==> src/rtl/core/ordered_timer_queue_unit_assert.svh <==
// ----------------------------------------------------------------------------
// Ordered timer queue: assertion macros
// Shared property forms for the checks at the end of the top level.
// ----------------------------------------------------------------------------
`ifndef ORDERED_TIMER_QUEUE_UNIT_ASSERT_SVH
`define ORDERED_TIMER_QUEUE_UNIT_ASSERT_SVH

// Check that a condition holds at every clock edge out of reset
`define OTQ_ASSERT_ALWAYS(lbl, cond, msg) \
    lbl: assert property (@(posedge i_clk) disable iff (!i_rst_n) (cond)) else $error(msg);

// Check that a consequent holds whenever its antecedent does
`define OTQ_ASSERT_IMP(lbl, ante, cons, msg) \
    lbl: assert property (@(posedge i_clk) disable iff (!i_rst_n) (ante) |-> (cons)) \
        else $error(msg);

`endif

==> src/rtl/core/otq_pkg.sv <==
// ----------------------------------------------------------------------------
// Ordered timer queue package
// Payload types, request codes and the command set of the timer cells.
// ----------------------------------------------------------------------------
package otq_pkg;

    // request codes
    localparam logic [2:0] REQ_TICK   = 3'd0;
    localparam logic [2:0] REQ_ADD    = 3'd1;
    localparam logic [2:0] REQ_CANCEL = 3'd2;
    localparam logic [2:0] REQ_RESET  = 3'd3;
    localparam logic [2:0] REQ_QUERY  = 3'd4;

    // most expiries reported by one tick
    localparam int unsigned RES_MAX = 16;
    localparam int unsigned CNT_W   = 5;

    // largest reportable distance, one below the empty answer
    localparam logic [47:0] DIST_SAT  = 48'hFFFF_FFFF_FFFE;
    localparam logic [47:0] DIST_NONE = 48'hFFFF_FFFF_FFFF;

    typedef struct packed {
        logic [2:0]  req_type;
        logic [31:0] ival_ms;
        logic        periodic;
        logic        restart;
        logic [3:0]  slot;
    } t_in;

    typedef struct packed {
        logic        ok;
        logic [3:0]  slot_out;
        logic        front_notify;
        logic [47:0] next_interval;
        logic        has_expired;
        logic        last;
    } t_out;

    // operations broadcast to the cells
    typedef enum logic [2:0] {
        OP_NONE      = 3'd0,
        OP_ADD       = 3'd1,
        OP_CANCEL    = 3'd2,
        OP_RESET     = 3'd3,
        OP_EXPIRE    = 3'd4,
        OP_CLR_TAKEN = 3'd5
    } t_cell_op;

    typedef struct packed {
        t_cell_op op;
        logic     periodic;
        logic     restart;
    } t_cell_cmd;

    // what a scan wave looks for
    typedef enum logic [1:0] {
        SCAN_FREE = 2'd0,
        SCAN_ALL  = 2'd1,
        SCAN_DUE  = 2'd2
    } t_scan_mode;

endpackage

==> src/rtl/core/otq_cell.sv <==
// ----------------------------------------------------------------------------
// Ordered timer queue: timer cell
// Holds one timer and passes the running scan winner on to the next cell.
// ----------------------------------------------------------------------------
module otq_cell #(
    parameter int TIME_BITS = 48,
    parameter int IW        = 4,
    parameter int IDX       = 0
) (
    input  logic                  i_clk,
    input  logic                  i_rst_n,
    input  otq_pkg::t_cell_cmd    i_cmd,
    input  logic [IW-1:0]         i_sel,
    input  logic [31:0]           i_ival,
    input  logic [TIME_BITS-1:0]  i_wdl,
    input  logic [TIME_BITS-1:0]  i_now,
    input  otq_pkg::t_scan_mode   i_mode,
    input  logic                  i_tok,
    input  logic                  i_cvalid,
    input  logic [TIME_BITS-1:0]  i_cdl,
    input  logic [IW-1:0]         i_cidx,
    output logic                  o_tok,
    output logic                  o_cvalid,
    output logic [TIME_BITS-1:0]  o_cdl,
    output logic [IW-1:0]         o_cidx,
    output logic                  o_active,
    output logic [31:0]           o_interval,
    output logic [TIME_BITS-1:0]  o_start
);

    logic                 r_active, r_periodic, r_taken;
    logic [31:0]          r_interval;
    logic [TIME_BITS-1:0] r_start, r_deadline;
    logic                 r_tok, r_cvalid;
    logic [TIME_BITS-1:0] r_cdl;
    logic [IW-1:0]        r_cidx;
    logic                 hit, qual, take;
    logic [TIME_BITS-1:0] key;

    assign hit = (i_sel == IW'(IDX));

    // qualify this timer for the current scan
    always_comb begin
        qual = 1'b0;
        key  = r_deadline;
        case (i_mode)
            otq_pkg::SCAN_FREE: begin
                qual = !r_active;
                key  = '0;
            end
            otq_pkg::SCAN_ALL: qual = r_active;
            otq_pkg::SCAN_DUE: qual = r_active && !r_taken && (r_deadline <= i_now);
            default: qual = 1'b0;
        endcase
    end

    // earlier cells win ties, so take own entry only when strictly earlier
    assign take = qual && (!i_cvalid || (key < i_cdl));

    // hold control state
    always_ff @(posedge i_clk) begin
        if (!i_rst_n) begin
            r_active  <= 1'b0;
            r_periodic <= 1'b0;
            r_taken   <= 1'b0;
            r_tok     <= 1'b0;
        end else begin
            r_tok <= i_tok;
            case (i_cmd.op)
                otq_pkg::OP_ADD: begin
                    if (hit) begin
                        r_active   <= 1'b1;
                        r_periodic <= i_cmd.periodic;
                    end
                end
                otq_pkg::OP_CANCEL: begin
                    if (hit) r_active <= 1'b0;
                end
                otq_pkg::OP_EXPIRE: begin
                    if (hit) begin
                        r_taken <= 1'b1;
                        if (!r_periodic) r_active <= 1'b0;
                    end
                end
                otq_pkg::OP_CLR_TAKEN: r_taken <= 1'b0;
                default: ;
            endcase
        end
    end

    // hold timer payload
    always_ff @(posedge i_clk) begin
        case (i_cmd.op)
            otq_pkg::OP_ADD: begin
                if (hit) begin
                    r_interval <= i_ival;
                    r_start    <= i_now;
                    r_deadline <= i_wdl;
                end
            end
            otq_pkg::OP_RESET: begin
                if (hit) begin
                    r_interval <= i_ival;
                    if (i_cmd.restart) r_start <= i_now;
                    r_deadline <= i_wdl;
                end
            end
            otq_pkg::OP_EXPIRE: begin
                if (hit && r_periodic) r_deadline <= i_wdl;
            end
            default: ;
        endcase
    end

    // pass the running winner along the chain
    always_ff @(posedge i_clk) begin
        r_cvalid <= i_cvalid || qual;
        r_cdl    <= take ? key : i_cdl;
        r_cidx   <= take ? IW'(IDX) : i_cidx;
    end

    assign o_tok      = r_tok;
    assign o_cvalid   = r_cvalid;
    assign o_cdl      = r_cdl;
    assign o_cidx     = r_cidx;
    assign o_active   = r_active;
    assign o_interval = r_interval;
    assign o_start    = r_start;

endmodule

==> config.mk <==
export PLATFORM = sky130hd
export DESIGN_NAME = otq_cell
export DESIGN_NICKNAME = d
export VERILOG_FILES = /design/src/rtl/core/ordered_timer_queue_unit_assert.svh /design/src/rtl/core/otq_pkg.sv /design/src/rtl/core/otq_cell.sv
export SDC_FILE = /design/constraint.sdc
export NUM_CORES = 1
export LEC_CHECK = 0
export ABC_CLOCK_PERIOD_IN_PS = 7280
export BUFFER_PORTS_ARGS = -buffer_cell sky130_fd_sc_hd__buf_2
export CAP_MARGIN = 20
export CORE_ASPECT_RATIO = 1.2
export CORE_MARGIN = 2
export CORE_UTILIZATION = 29
export CTS_BUF_LIST = sky130_fd_sc_hd__clkbuf_4 sky130_fd_sc_hd__clkbuf_8
export CTS_CLUSTER_DIAMETER = 150
export DETAILED_ROUTE_END_ITERATION = 16
export PLACE_DENSITY = 0.63
export SLEW_MARGIN = 20
export SYNTH_ARGS = -nofsm -noshare
export SYNTH_HDL_FRONTEND = slang
export SYNTH_SLANG_ARGS = --single-unit
==> constraint.sdc <==
create_clock -name i_clk -period 7.28 [get_ports i_clk]
set_clock_uncertainty 0.15 [all_clocks]
set_input_delay 1.456 -clock i_clk [delete_from_list [all_inputs] [get_ports i_clk]]
set_output_delay 1.456 -clock i_clk [all_outputs]
set_load 0.05 [all_outputs]
==> flow_summary.json, run 1 <==
{
  "status": "completed",
  "hold_fails_final_rpt": 0,
  "critPathArrivalTime_ps": 5320,
  "post_dp_cell_area_um2": 10700,
  "cts.sinks": 185,
  "synth_seq_cells": 185,
  "post_synth.cell_area_avg_um2": 12.8,
  "vias": 6137,
  "post-synth-top-count-cell": "sky130_fd_sc_hd__edfxtp_1",
  "ys_seq_area_share_pct": 58.3,
  "wl_per_cell_um": 17.1,
  "timing.critical_path.to_type": "flop",
  "yosys.cell_types.count": 44,
  "layout.filler_cells": 2833,
  "largest_net_degree_at_the_start_of_global_routing": 49,
  "syn_to_final_growth_pct": 29.6,
  "power.density_cell_area_nw_per_um2": 203,
  "unrepaired_setup_endpoints_after_global_routing": "false",
  "grt_pass1_wl_um": 35000,
  "finish.utilization_pct": 38.4,
  "synth.top_cells.by_area": "sky130_fd_sc_hd__edfxtp_1 (45%), sky130_fd_sc_hd__ha_1 (14%), sky130_fd_sc_hd__dfxtp_1 (13%), sky130_fd_sc_hd__mux2_2 (5.3%), sky130_fd_sc_hd__inv_1 (4.3%)",
  "initial_core_util_pct": 29.6,
  "post-route-period-util_pct": 70.0,
  "totalWireLength_um": 24100,
  "period_needed_ps": 5100,
  "leakagePower_nw": 5.14,
  "htree_num_levels": 4,
  "drive_above_1_share_pct": 41.5,
  "setup_total_negative_slack_ps": 0,
  "relative_slew_slack_pct": 36.9,
  "max_cap_viol_count": 0,
  "synth_commonest_cells": "sky130_fd_sc_hd__edfxtp_1 (128), sky130_fd_sc_hd__inv_1 (98), sky130_fd_sc_hd__ha_1 (95), sky130_fd_sc_hd__dfxtp_1 (57), sky130_fd_sc_hd__nor2b_1 (47)",
  "die_height_um": 192,
  "design.portCount": 330,
  "antenna_found_initial": 6,
  "worst_pin_slew_ps": 943,
  "finalNetCount": 1298,
  "criticalPathCategory": "input port to flop",
  "fp-row-count": 68,
  "timing_limited_maximum_frequency_mhz": 196,
  "grt_remaining_overflow": 0,
  "synth-async-reset-ratio_pct": 0,
  "drcViolationCount": 0,
  "start_kind": "input port",
  "maxSlewViolCount": 0,
  "grt_usage_pct": 15.5,
  "cts.reportedPaths.clkPinSlew_ps": 110,
  "post_cts_setup_buffer_count": 0,
  "vias_per_cell": 4.35,
  "setup_viol_count_final": 0,
  "worst_vdd_rail_ir_drop_mv": 0.0979,
  "cts-resized-gates": 0,
  "drtIter0Drc": 254,
  "clock_tree_from_tritoncts": "built",
  "grt_pass1_vias": 6351,
  "area_of_the_mapped_netlist_um2": 8540,
  "dp_hpwl_um": 19300,
  "final_cell_area_um2": 11100,
  "cts_root_buffer": "sky130_fd_sc_hd__clkbuf_8",
  "ys_warn_count": 0,
  "post_synth_inst_count": 665,
  "cell_accounting_for_the_most_synthesized_area": "sky130_fd_sc_hd__edfxtp_1",
  "worstSkewPairLatency_ps": 490,
  "post_synth_edffs": 128,
  "cts-hold-fix-buffers": 0,
  "core_area_um2": 28800,
  "dominantRegCellSynth": "sky130_fd_sc_hd__edfxtp_1",
  "floorplan_die_area_um2": 30900,
  "gpl.final_weighted_congestion": 0.787,
  "critPathRequiredTime_ps": 7500,
  "synth_fp_nets": 955,
  "dr.pass1.iters": 4,
  "cts_bufs_inserted": 17,
  "min_delay_path_class": "flop to flop",
  "die_w_um": 161,
  "ant_nets": 0,
  "crit_path_max_fanout": 28,
  "place.port_buffers": 329,
  "yosys.area.top_type_share_pct": 45.0,
  "max-clock-path-buffers": 2
}
## power by group
group	internal (mW)	total [mW]	switching (mW)
clock	0.285	0.710	0.426
sequential	1.16	1.17	0.0120
combinational	0.131	0.368	0.237
## layer usage
metal | part of all wire [%] | wire length, um | GRT usage, % | up-vias
li1 | - | - | - | 3066
met1 | 39 | 9460 | 16.8 | 2875
met2 | 54 | 12900 | 28.8 | 167
met3 | 5.1 | 1220 | 4.06 | 25
met4 | 1.9 | 451 | 5.86 | 4
met5 | 0.11 | 27 | 0 | -
## critical path, stage by stage
cell                       delay (ps)
sky130_fd_sc_hd__buf_2            130
sky130_fd_sc_hd__nor2_4           480
sky130_fd_sc_hd__buf_4            410
sky130_fd_sc_hd__nor2b_1          110
sky130_fd_sc_hd__ha_1             310
sky130_fd_sc_hd__nand4_1          150
sky130_fd_sc_hd__nor4_1           520
sky130_fd_sc_hd__nand3_1          140
sky130_fd_sc_hd__a41oi_1          210
sky130_fd_sc_hd__a311oi_2          90
sky130_fd_sc_hd__o21ai_4          370
sky130_fd_sc_hd__buf_4            510
sky130_fd_sc_hd__mux2_2           390
## cell families after synthesis
group	count (synthesis)	share of synthesized area [%]
AOI/OAI and AO/OA	91	6.85
adders and majority gates	95	13.9
buffers and inverters	108	5.18
DFF	185	58.3
muxes	48	6.68
and+or+nand+nor	138	9.02
## per-stage QoR
step / worst slack, ps / power (mW) / hold slack [ps] / std cells
6_report: 2180 / 2.25 / 353 / 1410
5_1_grt: 1880 / 2.35 / 378 / 1410
4_1_cts: 2100 / 2.28 / 357 / 1406
3_5_place_dp: 1560 / 1.56 / 339 / 1374
3_3_place_gp: 1710 / 1.56 / 338 / 1374
2_1_floorplan: 2030 / 1.43 / 315 / 665
## cells in the final DEF, fill, tap and decap left out, drive strengths merged, types with 17 or more instances in the layout
cell,netlist,routed
mux2,48,48
dfxtp,57,57
edfxtp,128,128
clkbuf,5,17
a21oi,37,37
inv,98,104
ha,95,95
nand4,20,20
buf,5,334
nor2b,47,47
nand2,24,24
## worst paths after layout
path / start / endpoint / slack (ps) / cells past startpoint
worst min register to register: r_periodic / r_periodic / 350 / 2
worst min-delay path: r_periodic / r_periodic / 350 / 2
worst max register to register: r_deadline[35] / o_cdl[30] / 3150 / 10
worst max-delay path: i_mode[0] / o_cdl[30] / 2180 / 13
## sequential cells by signal, summed over array words and instances (netlist names)
name	count
o_cdl	48
o_cidx	4
o_start	48
r_taken	1
r_periodic	1
r_deadline	48
o_cvalid	1
o_interval	32
o_tok	1
o_active	1
## layout make-up
class                           instances  area [um^2]  area share (%)
Sequential cell                       185         4980            45.0
Multi-Input combinational cell        372         3150            28.5
Timing Repair Buffer                  334         1680            15.2
Tap cell                              385          482            4.35
Inverter                               98          368            3.32
Clock buffer                           17          234            2.11
Clock inverter                         15          160            1.45
Antenna cell                            4         10.0          0.0904
Note: power is estimated with default switching activity, not from simulation.
==> run 2, diff against run 1 <==
- ABC_AREA: default -> 1
- ABC_CLOCK_PERIOD_IN_PS: 7280 -> 5340
- clock period: 7.28 -> 5.34 ns (I/O delays scaled with it)
==> flow_summary.json, run 2 <==
{
  "status": "completed",
  "synth.top_cells.by_area": "sky130_fd_sc_hd__edfxtp_1 (43%), sky130_fd_sc_hd__ha_1 (13%), sky130_fd_sc_hd__dfxtp_1 (13%), sky130_fd_sc_hd__nand2_1 (8.4%), sky130_fd_sc_hd__inv_1 (7.6%)",
  "cts-resized-gates": 0,
  "gpl.final_weighted_congestion": 0.784,
  "layout.filler_cells": 3138,
  "relative_slew_slack_pct": 53.2,
  "largest_net_degree_at_the_start_of_global_routing": 50,
  "critPathArrivalTime_ps": 3980,
  "grt_remaining_overflow": 0,
  "die_w_um": 164,
  "syn_to_final_growth_pct": 28.8,
  "post_cts_setup_buffer_count": 0,
  "ant_nets": 0,
  "hold_fails_final_rpt": 0,
  "htree_num_levels": 4,
  "cell_accounting_for_the_most_synthesized_area": "sky130_fd_sc_hd__edfxtp_1",
  "grt_usage_pct": 15.7,
  "ys_warn_count": 0,
  "final_cell_area_um2": 11400,
  "synth-async-reset-ratio_pct": 0,
  "cts.reportedPaths.clkPinSlew_ps": 110,
  "power.density_cell_area_nw_per_um2": 269,
  "die_height_um": 195,
  "dpl.cell_count": 1616,
  "wl_per_cell_um": 15.3,
  "post_synth_inst_count": 907,
  "finish.utilization_pct": 37.6,
  "dominantRegCellSynth": "sky130_fd_sc_hd__edfxtp_1",
  "criticalPathCategory": "input port to flop",
  "drtIter0Drc": 250,
  "totalWireLength_um": 25200,
  "cts_bufs_inserted": 17,
  "ys_seq_area_share_pct": 56.3,
  "timing.critical_path.to_type": "flop",
  "critPathRequiredTime_ps": 5600,
  "post-route-period-util_pct": 69.7,
  "yosys.area.top_type_share_pct": 43.4,
  "min_delay_path_class": "flop to flop",
  "core_area_um2": 30300,
  "cts.sinks": 185,
  "area_of_the_mapped_netlist_um2": 8850,
  "worstSkewPairLatency_ps": 490,
  "crit_path_max_fanout": 49,
  "finalNetCount": 1529,
  "unrepaired_setup_endpoints_after_global_routing": "false",
  "cts-hold-fix-buffers": 0,
  "drive_above_1_share_pct": 30.4,
  "vias_per_cell": 4.39,
  "grt_pass1_wl_um": 38000,
  "start_kind": "input port",
  "synth_fp_nets": 1197,
  "worst_pin_slew_ps": 702,
  "grt_pass1_vias": 7163,
  "yosys.cell_types.count": 30,
  "post_synth_edffs": 128,
  "floorplan_die_area_um2": 32000,
  "mostFrequentLayoutCell": "sky130_fd_sc_hd__buf_2",
  "max_cap_viol_count": 0,
  "post_dp_cell_area_um2": 11000,
  "drcViolationCount": 0,
  "vias": 7250,
  "cts_root_buffer": "sky130_fd_sc_hd__clkbuf_8",
  "timing_limited_maximum_frequency_mhz": 269,
  "post-synth-top-count-cell": "sky130_fd_sc_hd__nand2_1",
  "place.port_buffers": 329,
  "worst_vdd_rail_ir_drop_mv": 0.170,
  "post_synth.cell_area_avg_um2": 9.76,
  "clock_tree_from_tritoncts": "built",
  "dr.pass1.iters": 4,
  "antenna_found_initial": 5,
  "holdWs_ps": 377,
  "synth_seq_cells": 185,
  "leakagePower_nw": 5.81,
  "dp_hpwl_um": 19400,
  "initial_core_util_pct": 29.2,
  "maxSlewViolCount": 0,
  "final_cell_mix": "sky130_fd_sc_hd__buf_2 (329), sky130_fd_sc_hd__nand2_1 (195), sky130_fd_sc_hd__inv_1 (179)",
  "design.portCount": 330,
  "fp-row-count": 70,
  "setup_viol_count_final": 0,
  "period_needed_ps": 3720,
  "setup_total_negative_slack_ps": 0,
  "max-clock-path-buffers": 2,
  "finalNonFillerCells": 1652,
  "synth_commonest_cells": "sky130_fd_sc_hd__nand2_1 (198), sky130_fd_sc_hd__inv_1 (179), sky130_fd_sc_hd__edfxtp_1 (128), sky130_fd_sc_hd__ha_1 (95), sky130_fd_sc_hd__nor2_1 (78)"
}
[run 2: worst paths after layout]
| path | depth (start not counted) | to | slack, ps | start |
|---|---|---|---|---|
| setup / recovery | 17 | o_cdl[45] | 1620 | i_mode[0] |
| hold / removal | 2 | r_taken | 380 | r_taken |
| setup reg to reg | 14 | o_cdl[35] | 2190 | r_deadline[47] |
| hold reg to reg | 2 | r_taken | 380 | r_taken |
[run 2: routing by layer]
metal / vias to the layer above / track usage, % / wire (um)
met1: 3357 / 17.9 / 10200
met4: 2 / 5.78 / 532
met3: 23 / 4.01 / 1800
li1: 3650 / - / -
met2: 218 / 28.0 / 12600
met5: - / 0 / 11
[run 2: layout make-up]
class,instances,area [um^2],share of cell area [%]
clock buffers,17,234,2.05
diodes,4,10.0,0.0877
flip-flops and latches,185,4980,43.7
well taps,396,495,4.34
repair buffers,338,1740,15.2
multi-input cells,518,3100,27.2
inverters,179,672,5.89
clock inverters,15,170,1.49
[run 2: kinds of logic after synthesis]
| family | share of synthesized area [%] |
|---|---|
| AND/OR/NAND/NOR | 17.3 |
| flip-flops | 56.3 |
| buffers and inverters | 9.00 |
| adder cells (fa/ha/maj) | 13.4 |
| AO/OA/AOI/OAI | 4.01 |
[run 2: report_power, final]
part / total, mW / switching (mW) / internal, mW
clock: 0.982 / 0.622 / 0.360
combinational: 0.491 / 0.340 / 0.152
sequential: 1.59 / 0.0131 / 1.58
total: 3.06 / 0.975 / 2.09
[run 2: critical path, stage by stage]
cell and delay [ps]:
sky130_fd_sc_hd__buf_2 130, sky130_fd_sc_hd__nor2_4 100, sky130_fd_sc_hd__buf_4 470, sky130_fd_sc_hd__nor2_1 150, sky130_fd_sc_hd__ha_1 350, sky130_fd_sc_hd__a21oi_1 150, sky130_fd_sc_hd__o21ai_0 110, sky130_fd_sc_hd__nand2_1 70
sky130_fd_sc_hd__o211ai_1 90, sky130_fd_sc_hd__nand2_1 70, sky130_fd_sc_hd__nand2_1 70, sky130_fd_sc_hd__nor2_1 100, sky130_fd_sc_hd__nand2_1 70, sky130_fd_sc_hd__nand2_2 70, sky130_fd_sc_hd__buf_4 500, sky130_fd_sc_hd__nand4_1 170
sky130_fd_sc_hd__nand2_1 160
[run 2: stage by stage]
stage          power, mW  setup slack [ps]
2_1_floorplan       1.93               457
3_3_place_gp        2.11              1130
3_5_place_dp        2.12              1110
4_1_cts             3.11              1610
5_1_grt             3.21              1360
6_report            3.06              1620
